===== src/rtl/core/cltw_pkg.sv =====
// Shared types, constants and address helper for the character LCD text writer.
package cltw_pkg;

  // Command codes on the input stream
  localparam logic [1:0] CMD_WRITE = 2'd0;
  localparam logic [1:0] CMD_MOVE  = 2'd1;
  localparam logic [1:0] CMD_HOME  = 2'd2;
  localparam logic [1:0] CMD_CLEAR = 2'd3;

  // Configuration register indexes
  localparam logic [1:0] REG_I2C_ADDRESS  = 2'd0;
  localparam logic [1:0] REG_COLUMNS      = 2'd1;
  localparam logic [1:0] REG_ROWS         = 2'd2;
  localparam logic [1:0] REG_BACKLIGHT_ON = 2'd3;

  // Register reset values
  localparam logic [6:0] RST_I2C_ADDRESS  = 7'd39;
  localparam logic [5:0] RST_COLUMNS      = 6'd16;
  localparam logic [2:0] RST_ROWS         = 3'd2;
  localparam logic       RST_BACKLIGHT_ON = 1'b1;

  // LCD instruction codes
  localparam logic [7:0] OP_CLEAR     = 8'h01;
  localparam logic [7:0] OP_HOME      = 8'h02;
  localparam logic [7:0] OP_DDRAM     = 8'h80;
  localparam logic [7:0] ROW_ODD_BASE = 8'h40;
  localparam logic [7:0] NIB_MASK     = 8'hF0;

  // Default depth of the command queue between front and back
  localparam int QUEUE_DEPTH_DEFAULT = 2;

  // Configuration as seen by the front and back
  typedef struct packed {
    logic [6:0] i2c_address;
    logic [5:0] columns;
    logic [2:0] rows;
    logic       backlight_on;
  } cfg_t;

  // One queued command: optional leading instruction, then the main byte
  typedef struct packed {
    logic       pre_valid;
    logic [7:0] pre_byte;
    logic [7:0] main_byte;
    logic       main_rs;
  } lcd_cmd_t;

  // DDRAM address for a cursor position, four-row layout, modulo 256
  function automatic logic [7:0] ddram_addr(input logic [1:0] row,
                                            input logic [5:0] col,
                                            input logic [5:0] columns);
    logic [7:0] a;
    begin
      case (row)
        2'd0:    a = {2'b00, col};
        2'd1:    a = ROW_ODD_BASE + {2'b00, col};
        2'd2:    a = {2'b00, columns} + {2'b00, col};
        default: a = ROW_ODD_BASE + {2'b00, columns} + {2'b00, col};
      endcase
      return a;
    end
  endfunction

endpackage


===== src/rtl/core/cltw_front.sv =====
// Front end: accepts commands, tracks the cursor and builds queued LCD byte pairs.
module cltw_front (
  input  logic                clk,
  input  logic                rst,
  input  cltw_pkg::cfg_t      cfg,
  input  logic                in_valid,
  input  logic [1:0]          cmd,
  input  logic [7:0]          char_code,
  input  logic [5:0]          target_col,
  input  logic [1:0]          target_row,
  input  logic                queue_full,
  output logic                in_ready,
  output logic                push,
  output cltw_pkg::lcd_cmd_t  push_cmd
);

  logic [5:0] cursor_col;
  logic [1:0] cursor_row;
  logic [5:0] cursor_col_next;
  logic [1:0] cursor_row_next;
  logic [1:0] wrap_row;
  logic       wrap;
  logic       on_last_row;

  assign in_ready = !queue_full;
  assign push     = in_valid && !queue_full;

  assign wrap        = cursor_col >= cfg.columns;
  assign on_last_row = ({1'b0, cursor_row} + 3'd1) >= cfg.rows;
  assign wrap_row    = cursor_row + 2'd1;

  // Classify the command and work out the new cursor
  always_comb begin
    cursor_col_next    = cursor_col;
    cursor_row_next    = cursor_row;
    push_cmd.pre_valid = 1'b0;
    push_cmd.pre_byte  = cltw_pkg::OP_HOME;
    push_cmd.main_byte = cltw_pkg::OP_HOME;
    push_cmd.main_rs   = 1'b0;
    case (cmd)
      cltw_pkg::CMD_WRITE: begin
        push_cmd.main_byte = char_code;
        push_cmd.main_rs   = 1'b1;
        cursor_col_next    = cursor_col + 6'd1;
        if (wrap) begin
          push_cmd.pre_valid = 1'b1;
          cursor_col_next    = 6'd1;
          if (on_last_row) begin
            push_cmd.pre_byte = cltw_pkg::OP_HOME;
            cursor_row_next   = 2'd0;
          end else begin
            push_cmd.pre_byte = cltw_pkg::OP_DDRAM
                              + cltw_pkg::ddram_addr(wrap_row, 6'd0, cfg.columns);
            cursor_row_next   = wrap_row;
          end
        end
      end
      cltw_pkg::CMD_MOVE: begin
        cursor_col_next    = target_col;
        cursor_row_next    = target_row;
        push_cmd.main_byte = cltw_pkg::OP_DDRAM
                           + cltw_pkg::ddram_addr(target_row, target_col, cfg.columns);
      end
      cltw_pkg::CMD_HOME: begin
        cursor_col_next    = 6'd0;
        cursor_row_next    = 2'd0;
        push_cmd.main_byte = cltw_pkg::OP_HOME;
      end
      default: begin
        cursor_col_next    = 6'd0;
        cursor_row_next    = 2'd0;
        push_cmd.main_byte = cltw_pkg::OP_CLEAR;
      end
    endcase
  end

  // Cursor state, updated on each accepted command
  always_ff @(posedge clk) begin
    if (rst) begin
      cursor_col <= 6'd0;
      cursor_row <= 2'd0;
    end else if (push) begin
      cursor_col <= cursor_col_next;
      cursor_row <= cursor_row_next;
    end
  end

endmodule


===== src/rtl/core/cltw_queue.sv =====
// Short command queue between the front end and the byte serialiser.
module cltw_queue #(
  parameter int DEPTH = cltw_pkg::QUEUE_DEPTH_DEFAULT
) (
  input  logic                clk,
  input  logic                rst,
  input  logic                push,
  input  cltw_pkg::lcd_cmd_t  push_cmd,
  input  logic                pop,
  output logic                full,
  output logic                not_empty,
  output cltw_pkg::lcd_cmd_t  head
);

  localparam int PW = (DEPTH > 1) ? $clog2(DEPTH) : 1;
  localparam int CW = $clog2(DEPTH + 1);

  cltw_pkg::lcd_cmd_t store [DEPTH];
  logic [PW-1:0] wr_ptr;
  logic [PW-1:0] rd_ptr;
  logic [CW-1:0] count;

  assign full      = count == CW'(DEPTH);
  assign not_empty = count != '0;
  assign head      = store[rd_ptr];

  // Entry storage
  always_ff @(posedge clk) begin
    if (push) begin
      store[wr_ptr] <= push_cmd;
    end
  end

  // Pointers and fill count
  always_ff @(posedge clk) begin
    if (rst) begin
      wr_ptr <= '0;
      rd_ptr <= '0;
      count  <= '0;
    end else begin
      if (push) begin
        wr_ptr <= (wr_ptr == PW'(DEPTH - 1)) ? '0 : wr_ptr + PW'(1);
      end
      if (pop) begin
        rd_ptr <= (rd_ptr == PW'(DEPTH - 1)) ? '0 : rd_ptr + PW'(1);
      end
      if (push && !pop) begin
        count <= count + CW'(1);
      end else if (pop && !push) begin
        count <= count - CW'(1);
      end
    end
  end

endmodule


===== src/rtl/core/cltw_back.sv =====
// Back end: serialises each queued command into expander bytes, one per cycle while out_ready is high.
module cltw_back (
  input  logic                clk,
  input  logic                rst,
  input  cltw_pkg::cfg_t      cfg,
  input  logic                q_not_empty,
  input  cltw_pkg::lcd_cmd_t  q_head,
  output logic                pop,
  output logic                out_valid,
  input  logic                out_ready,
  output logic [7:0]          expander_byte,
  output logic [6:0]          bus_address,
  output logic                last
);

  cltw_pkg::lcd_cmd_t cur;
  logic       busy;
  // phase[2]: main byte, phase[1]: low nibble, phase[0]: enable low
  logic [2:0] phase;
  logic [7:0] sel_byte;
  logic [3:0] nib;
  logic       rs;
  logic       xfer;

  assign xfer      = busy && out_ready;
  assign last      = phase == 3'd7;
  assign pop       = q_not_empty && (!busy || (xfer && last));
  assign out_valid = busy;

  // Output byte from the current command and phase
  assign sel_byte      = phase[2] ? cur.main_byte : cur.pre_byte;
  assign nib           = phase[1] ? sel_byte[3:0] : sel_byte[7:4];
  assign rs            = phase[2] ? cur.main_rs : 1'b0;
  assign expander_byte = {nib, cfg.backlight_on, ~phase[0], 1'b0, rs};
  assign bus_address   = cfg.i2c_address;

  // Command register, phase counter and busy flag
  always_ff @(posedge clk) begin
    if (pop) begin
      cur <= q_head;
    end
    if (rst) begin
      busy  <= 1'b0;
      phase <= 3'd0;
    end else if (pop) begin
      busy  <= 1'b1;
      phase <= q_head.pre_valid ? 3'd0 : 3'd4;
    end else if (xfer) begin
      if (last) begin
        busy <= 1'b0;
      end
      phase <= phase + 3'd1;
    end
  end

endmodule


===== src/rtl/core/char_lcd_i2c_text_writer.sv =====
// Top level of the character LCD text writer: configuration registers and the datapath.
//
// Takes write-character, move, home and clear commands and emits the byte stream
// for an I2C port expander driving an HD44780-style LCD in 4-bit mode. Each command
// produces 4 expander bytes (8 for a character write that wraps), one per cycle on
// the master stream while it is ready, with tlast on the final byte. The output rate
// is set by the serialiser, which sends one expander byte per cycle while the
// receiver is ready; the front end takes a new command every cycle while the command
// queue has room. Configuration writes are always taken.
module char_lcd_i2c_text_writer #(
  parameter int QUEUE_DEPTH = cltw_pkg::QUEUE_DEPTH_DEFAULT
) (
  input  logic        clk,
  input  logic        rst,
  // Command stream
  input  logic        s_axis_tvalid,
  output logic        s_axis_tready,
  // [1:0] cmd, [9:2] char_code, [15:10] target_col, [17:16] target_row, zero fill
  input  logic [23:0] s_axis_tdata,
  // Expander byte stream
  output logic        m_axis_tvalid,
  input  logic        m_axis_tready,
  // [7:0] expander_byte, [14:8] bus_address, [15] zero
  output logic [15:0] m_axis_tdata,
  output logic        m_axis_tlast,
  // Configuration writes
  input  logic        cfg_valid,
  output logic        cfg_ready,
  input  logic [1:0]  cfg_index,
  input  logic [6:0]  cfg_data
);

  cltw_pkg::cfg_t     cfg;
  cltw_pkg::lcd_cmd_t push_cmd;
  cltw_pkg::lcd_cmd_t q_head;
  logic       push;
  logic       pop;
  logic       q_full;
  logic       q_not_empty;
  logic [7:0] expander_byte;
  logic [6:0] bus_address;

  assign cfg_ready = 1'b1;

  // Configuration registers
  always_ff @(posedge clk) begin
    if (rst) begin
      cfg.i2c_address  <= cltw_pkg::RST_I2C_ADDRESS;
      cfg.columns      <= cltw_pkg::RST_COLUMNS;
      cfg.rows         <= cltw_pkg::RST_ROWS;
      cfg.backlight_on <= cltw_pkg::RST_BACKLIGHT_ON;
    end else if (cfg_valid) begin
      case (cfg_index)
        cltw_pkg::REG_I2C_ADDRESS: cfg.i2c_address  <= cfg_data;
        cltw_pkg::REG_COLUMNS:     cfg.columns      <= cfg_data[5:0];
        cltw_pkg::REG_ROWS:        cfg.rows         <= cfg_data[2:0];
        default:                   cfg.backlight_on <= cfg_data[0];
      endcase
    end
  end

  cltw_front u_front (
    .clk        (clk),
    .rst        (rst),
    .cfg        (cfg),
    .in_valid   (s_axis_tvalid),
    .cmd        (s_axis_tdata[1:0]),
    .char_code  (s_axis_tdata[9:2]),
    .target_col (s_axis_tdata[15:10]),
    .target_row (s_axis_tdata[17:16]),
    .queue_full (q_full),
    .in_ready   (s_axis_tready),
    .push       (push),
    .push_cmd   (push_cmd)
  );

  cltw_queue #(
    .DEPTH (QUEUE_DEPTH)
  ) u_queue (
    .clk       (clk),
    .rst       (rst),
    .push      (push),
    .push_cmd  (push_cmd),
    .pop       (pop),
    .full      (q_full),
    .not_empty (q_not_empty),
    .head      (q_head)
  );

  cltw_back u_back (
    .clk           (clk),
    .rst           (rst),
    .cfg           (cfg),
    .q_not_empty   (q_not_empty),
    .q_head        (q_head),
    .pop           (pop),
    .out_valid     (m_axis_tvalid),
    .out_ready     (m_axis_tready),
    .expander_byte (expander_byte),
    .bus_address   (bus_address),
    .last          (m_axis_tlast)
  );

  assign m_axis_tdata = {1'b0, bus_address, expander_byte};

endmodule


===== config.mk =====
export PLATFORM = sky130hd
export DESIGN_NAME = char_lcd_i2c_text_writer
export DESIGN_NICKNAME = d
export VERILOG_FILES = /design/src/rtl/core/cltw_pkg.sv /design/src/rtl/core/cltw_front.sv /design/src/rtl/core/cltw_queue.sv /design/src/rtl/core/cltw_back.sv /design/src/rtl/core/char_lcd_i2c_text_writer.sv
export SDC_FILE = /design/constraint.sdc
export NUM_CORES = 1
export LEC_CHECK = 0
export ABC_AREA = 1
export BUFFER_PORTS_ARGS = -buffer_cell sky130_fd_sc_hd__buf_2
export CORE_AREA = 2 2 92 94
export DETAILED_ROUTE_END_ITERATION = 12
export DIE_AREA = 0 0 94 96
export PLACE_DENSITY = 0.78
export SLEW_MARGIN = 20
export SYNTH_ARGS = -nofsm -noshare
export SYNTH_HDL_FRONTEND = slang
export SYNTH_HIERARCHICAL = 1
export SYNTH_SLANG_ARGS = --single-unit

===== constraint.sdc =====
create_clock -name clk -period 2.9 [get_ports clk]
set_input_delay 0.725 -clock clk [delete_from_list [all_inputs] [get_ports clk]]
set_output_delay 0.725 -clock clk [all_outputs]
set_load 0.005 [all_outputs]

# Word level (Yosys, flattened, before mapping)
# Memory sizes are Yosys's and may differ from the RTL's. A register that Yosys moved wholly into a read port is not among the register bits.
# Cells that the tools add are included.
[totals]
register_bits = 50
latch_bits = 0
ram_bits = 36
rom_bits = 0
in_bits = 38
out_inout_bits = 20
mem_count = 1
[classes]
add_sub_neg = 14
n_mul = 0
div_mod_pow = 0
magnitude_cmp = 2
eq_ne = 11
shift = 0
mux = 33
n_bitwise = 2
n_reduce_logical = 26
[mem_list]
columns = ["memory", "words", "width", "rd", "rd_clocked_by_memory_dff", "wr", "line_no", "rtl"]
rows = [
  ["u_queue.store", 2, 18, 1, 1, 1, "cltw_queue.sv:18", "cltw_pkg::lcd_cmd_t store [DEPTH];"],
]
[op_table]
columns = ["cell", "n"]
rows = [
  ["$pmux W8 S3", 3],
  ["$mux W8", 6],
  ["$mux W9", 2],
  ["$add A7 B6 Y8 const A", 2],
  ["$add A8 B8 Y8 const A", 2],
  ["$pmux W6 S2", 1],
  ["$reduce_and A2 Y1", 6],
  ["$mux W1", 11],
  ["$eq A2 B2 Y1 const B", 5],
  ["$mux W3", 3],
  ["$add A8 B6 Y8", 1],
  ["$eq A2 B1 Y1 const B", 4],
  ["$logic_not A2 Y1", 4],
  ["$mux W2", 4],
  ["$reduce_bool A2 Y1", 4],
  ["$add A6 B6 Y7", 1],
  ["$add A6 B1 Y6 const B", 1],
  ["$ge A6 B6 Y1", 1],
  ["$logic_and A1 B1 Y1", 6],
  ["$mux W6", 1],
  ["$add A2 B1 Y2 const B", 2],
  ["$logic_not A1 Y1", 4],
  ["$mux W4", 1],
  ["$pmux W2 S2", 1],
  ["10 further kinds", 12],
]

# Longest topological paths before layout
[depth]
word_depth = 10
depth_mapped = 14
mapped_depth_nobuf = 14

# By module
# Netlist, hierarchy kept.
[modules_own_cells]
columns = ["mod", "instances", "cells_per_inst", "area_each_um2", "seq_area_each_um2"]
rows = [
  ["cltw_queue", 1, 89, 1579.0, 1181.1],
  ["cltw_front", 1, 201, 1283.7, 160.2],
  ["cltw_back", 1, 83, 928.4, 590.6],
  ["char_lcd_i2c_text_writer", 1, 105, 749.5, 340.3],
]

# Worst setup path after synthesis
# Ideal clock, no wire load.
[synth_timing]
path_type = "input -> register"
startpoint = "input port s_axis_tvalid"
endpoint = "memory u_queue/store[0][0] (netlist bit) (enable)"
arrival_time_ns = 1.832
path_slack_ns = 0.675
cell_stages = 4
n_path_buf = 0
path_cell_list = "nand2_1 -> inv_2 -> inv_1 -> nor2_1"
[synth_via]
elab_chain_len = 3
[synth_rtl]
columns = ["item", "line_no", "rtl"]
rows = [
  ["start, declared", "char_lcd_i2c_text_writer.sv:16", "input logic s_axis_tvalid,"],
  ["$logic_and A1 B1 Y1", "cltw_front.sv:26", "assign push = in_valid && !queue_full;"],
  ["net push", "char_lcd_i2c_text_writer.sv:36", "logic push;"],
  ["$mux W1", "cltw_queue.sv:29", "if (push) begin"],
  ["$mux W1 (implied by the code)", "cltw_queue.sv:30", "store[wr_ptr] <= push_cmd;"],
  ["end, declared", "cltw_queue.sv:18", ""],
]
# The timed path passes the listed nets, and every way through them passes these cells.

# Final worst setup path
[layout_timing]
startpoint = "register u_back.phase[2]"
endpoint = "output port m_axis_tdata[4]"
[layout_via]
elab_chain_len = 2
[layout_rtl]
columns = ["item", "line_no", "rtl"]
rows = [
  ["start, declared", "cltw_back.sv:19", "logic [2:0] phase;"],
  ["start signal, assigned", "cltw_back.sv:47", "phase <= q_head.pre_valid ? 3'd0 : 3'd4;"],
  ["start signal, assigned", "cltw_back.sv:52", "phase <= phase + 3'd1;"],
  ["$mux W8", "cltw_back.sv:31", "assign sel_byte = phase[2] ? cur.main_byte : cur.pre_byte;"],
  ["$mux W4", "cltw_back.sv:32", "assign nib = phase[1] ? sel_byte[3:0] : sel_byte[7:4];"],
  ["end, declared", "char_lcd_i2c_text_writer.sv:24", "output logic [15:0] m_axis_tdata,"],
]
# Every way passes these cells.

==> flow_summary.json <==
{
  "fp.dieW_um": 94,
  "synthesis.nets": 540,
  "clockBufferDepth": 2,
  "setup_violations": 0,
  "worstPathRequired_ns": 2.17,
  "r2r_cells": 8,
  "cts_tree": "yes",
  "port_buffers": 48,
  "syn_inst": 478,
  "min-delay-start": "cfg[15]",
  "grt_pass1_wl_mm": 13.15,
  "synthTopCellsByCount": "nand2_1, inv_1, edfxtp_1, nor2_1, dfxtp_1",
  "clkTransAtPathRegs_ns": 0.10,
  "numCtsBuffers": 9,
  "synth_top_family_by_area": "simple AND/OR/NAND/NOR gates",
  "vias": 3229,
  "grt.overflow.total": 0,
  "synth.area.top_cells": "edfxtp_1, dfxtp_1, nand2_1, ha_1, inv_1",
  "syn-mean-instance-area_um2": 9.499,
  "grt_pass1_vias": 3050,
  "fill_cells": 682,
  "drc": 0,
  "antenna_found_initial": 0,
  "final_cells": 631,
  "die_h_um": 96,
  "hp-class": "flip-flop to flip-flop",
  "p_sw_uw": 1169,
  "synth.distinct_cells": 39,
  "crit_path_start_kind": "flip-flop",
  "synth_top_area_cell": "edfxtp_1",
  "synth-xor-area-share_pct": 1.543,
  "clkSinkCount": 87,
  "multi_input_area_mm2": 0.001838,
  "placementRows": 33,
  "worst_pin_slew_ns": 0.8614,
  "wl_per_cell_um": 13.03,
  "cts_root_buffer": "clkbuf_8",
  "vias_per_cell": 5.117,
  "ys.flop_type": "edfxtp_1",
  "slew_viol_final": 0,
  "cpMaxStageDelayCell": "dfxtp_1",
  "worstHoldEndpoint": "cfg[15]",
  "internal-power_uw": 2378,
  "power_uw": 3546,
  "end_kind": "output port",
  "dp_hpwl_mm": 6.370,
  "drive_above_1_share_pct": 22.43,
  "pin_count": 58,
  "drt-pass1-iter-count": 4,
  "clkLatencyLatePin_ns": 0.36,
  "synth_fa_ha_area_share_pct": 6.779,
  "seq_area_frac_synth_pct": 50.04,
  "fp.coreArea_mm2": 0.008051,
  "timing.fmax_mhz": 431.4,
  "synthToLayoutAreaGrowth_pct": 9.341,
  "synthMuxAreaShare_pct": 5.291,
  "initial_utilization_pct": 56.39,
  "gp_congestion": 0.8619,
  "die_area_mm2": 0.009024,
  "antenna-diode-count": 0,
  "slowest_delay_ns": 0.58,
  "ir_drop_v": 0.0003014,
  "postRouteAntennaNets": 0,
  "rsz0062_at_grt": "no",
  "fin_nets": 583,
  "ys_async_sr_fraction_pct": 0,
  "critPathKind": "flip-flop to output port",
  "hold_violations": 0,
  "cts_setup_buffers": 0,
  "synth_compound_area_share_pct": 7.964,
  "clockPowerShare_pct": 22.8,
  "cp_cell_sequence": "inv_1, o21ai_0, o22ai_1, buf_2",
  "ys_ff_latch": 87,
  "max-slew-margin-rel_pct": 42.49,
  "grt_max_degree": 20,
  "ctsHtreeMaxLevel": 3,
  "switching_share_pct": 32.95,
  "min_path_cells": 2,
  "critPathMaxFanout": 12,
  "skew_ns": 0.01584,
  "syn-cell-area_mm2": 0.004541,
  "r2r_slack_ns": 0.74,
  "synth_top_area_share_pct": 35.05,
  "p_leak_uw": 0.002230,
  "reg2reg_from": "u_front/cursor_row[0]",
  "cts_resized": 0,
  "ys_warn_count": 6,
  "post-route-min-period_ns": 2.318,
  "post-route-period-util_pct": 79.93,
  "yosysMostFrequentCell": "nand2_1",
  "rr_endpoint": "u_queue/store[1][12]",
  "seq_area_mm2": 0.002272,
  "status": "completed",
  "hold_buffers": 0,
  "cp.arrival_ns": 1.59,
  "pwr-share-seq_pct": 50.2,
  "cellPowerDensity_mw_per_mm2": 714.3,
  "fin_setup_tns_ns": 0,
  "initialDrtViolationCount": 144,
  "drv_cap": 0,
  "grtUsageTotal_pct": 18.92,
  "drt_wl_total_mm": 8.223,
  "p_comb_share_pct": 26.9,
  "dp_cells": 615,
  "yosys.area_share.simple_pct": 18.66,
  "synth_edf_count": 53
}
==> power by group through the flow <==
| stage | Sequential [µW] | Clock [µW] | Combinational [µW] |
|---|---|---|---|
| after global placement | 1800 | 0 | 910 |
| final | 1780 | 810 | 955 |
| after CTS | 1780 | 830 | 960 |
| after global routing | 1810 | 875 | 1070 |
| after floorplan | 1730 | 0 | 768 |
| after detailed placement | 1810 | 0 | 956 |
==> how the worst max path moves through the flow <==
stage / from / to / slack (ns) / cells past startpoint
2_1_floorplan: s_axis_tvalid / u_queue/store[0][0] / 0.68 / 4
3_3_place_gp: s_axis_tdata[10] / u_queue/store[0][5] / 0.60 / 8
3_5_place_dp: s_axis_tdata[10] / u_queue/store[0][5] / 0.58 / 8
4_1_cts: u_back/phase[2] / m_axis_tdata[4] / 0.58 / 4
5_1_grt: u_back/phase[2] / m_axis_tdata[4] / 0.48 / 4
6_report: u_back/phase[2] / m_axis_tdata[4] / 0.58 / 4
==> metrics by stage <==
stage / worst slack, ns / hold slack (ns) / instance area [µm²] / utilization [%]
detailed placement: 0.5832 / 0.4436 / 4767 / 59.21
finish: 0.5822 / 0.4689 / 4965 / 61.66
floorplan: 0.6753 / 0.4289 / 4541 / -
CTS: 0.5763 / 0.4698 / 4965 / 61.66
global placement: 0.6022 / 0.4388 / 4767 / 59.21
global route: 0.4817 / 0.4963 / 4965 / 61.66
==> kinds of logic after synthesis <==
kind of cell	Yosys count
flip-flops	87
AO/OA/AOI/OAI	60
other	3
multiplexers	18
AND/OR/NAND/NOR	191
adder cells (fa/ha/maj)	24
XOR/XNOR	8
buffers and inverters	87
==> cell usage in the layout (no fill, tap or decap), types with 8 or more instances in the layout <==
master	synthesis	routed
clkbuf_8	0	9
buf_2	1	48
nor2_1	41	41
nand2_2	8	8
edfxtp_1	53	53
ha_1	23	23
mux2_2	8	8
o21ai_0	15	15
inv_1	59	59
nand3_1	29	29
nand2_1	92	92
dfxtp_1	34	34
mux2_4	10	10
a21oi_1	21	21
==> area by class of cell <==
cell class,instances,area share (%)
clock inverters,7,1.487
inverters,66,4.990
flip-flops and latches,87,45.77
well taps,105,2.646
clock buffers,9,2.495
multi-input cells,304,37.02
repair buffers,53,5.595
==> flip-flops by register name, summed over array words and instances (netlist names), named ones only <==
name and flops:
u_queue/count 2, u_back/phase 3, u_queue/wr_ptr 1, u_front/cursor_col 6
u_front/cursor_row 2, u_back/out_valid 1, u_queue/rd_ptr 1, u_queue/store 36
cfg 17, u_back/cur 17
==> per-layer routing <==
metal	global-route usage, %	routed length [µm]
met1	21.48	3399
met2	34.76	4302
met3	4.699	371
met4	6.522	150
met5	0	0
==> worst max-delay path, delay by kind of cell, from the launching register on <==
family                 cells  cell delay (ns)
buffers and inverters      2             0.33
flip-flops                 1             0.58
AO/OA/AOI/OAI              2             0.33
Power figures use the tool's default switching activity.
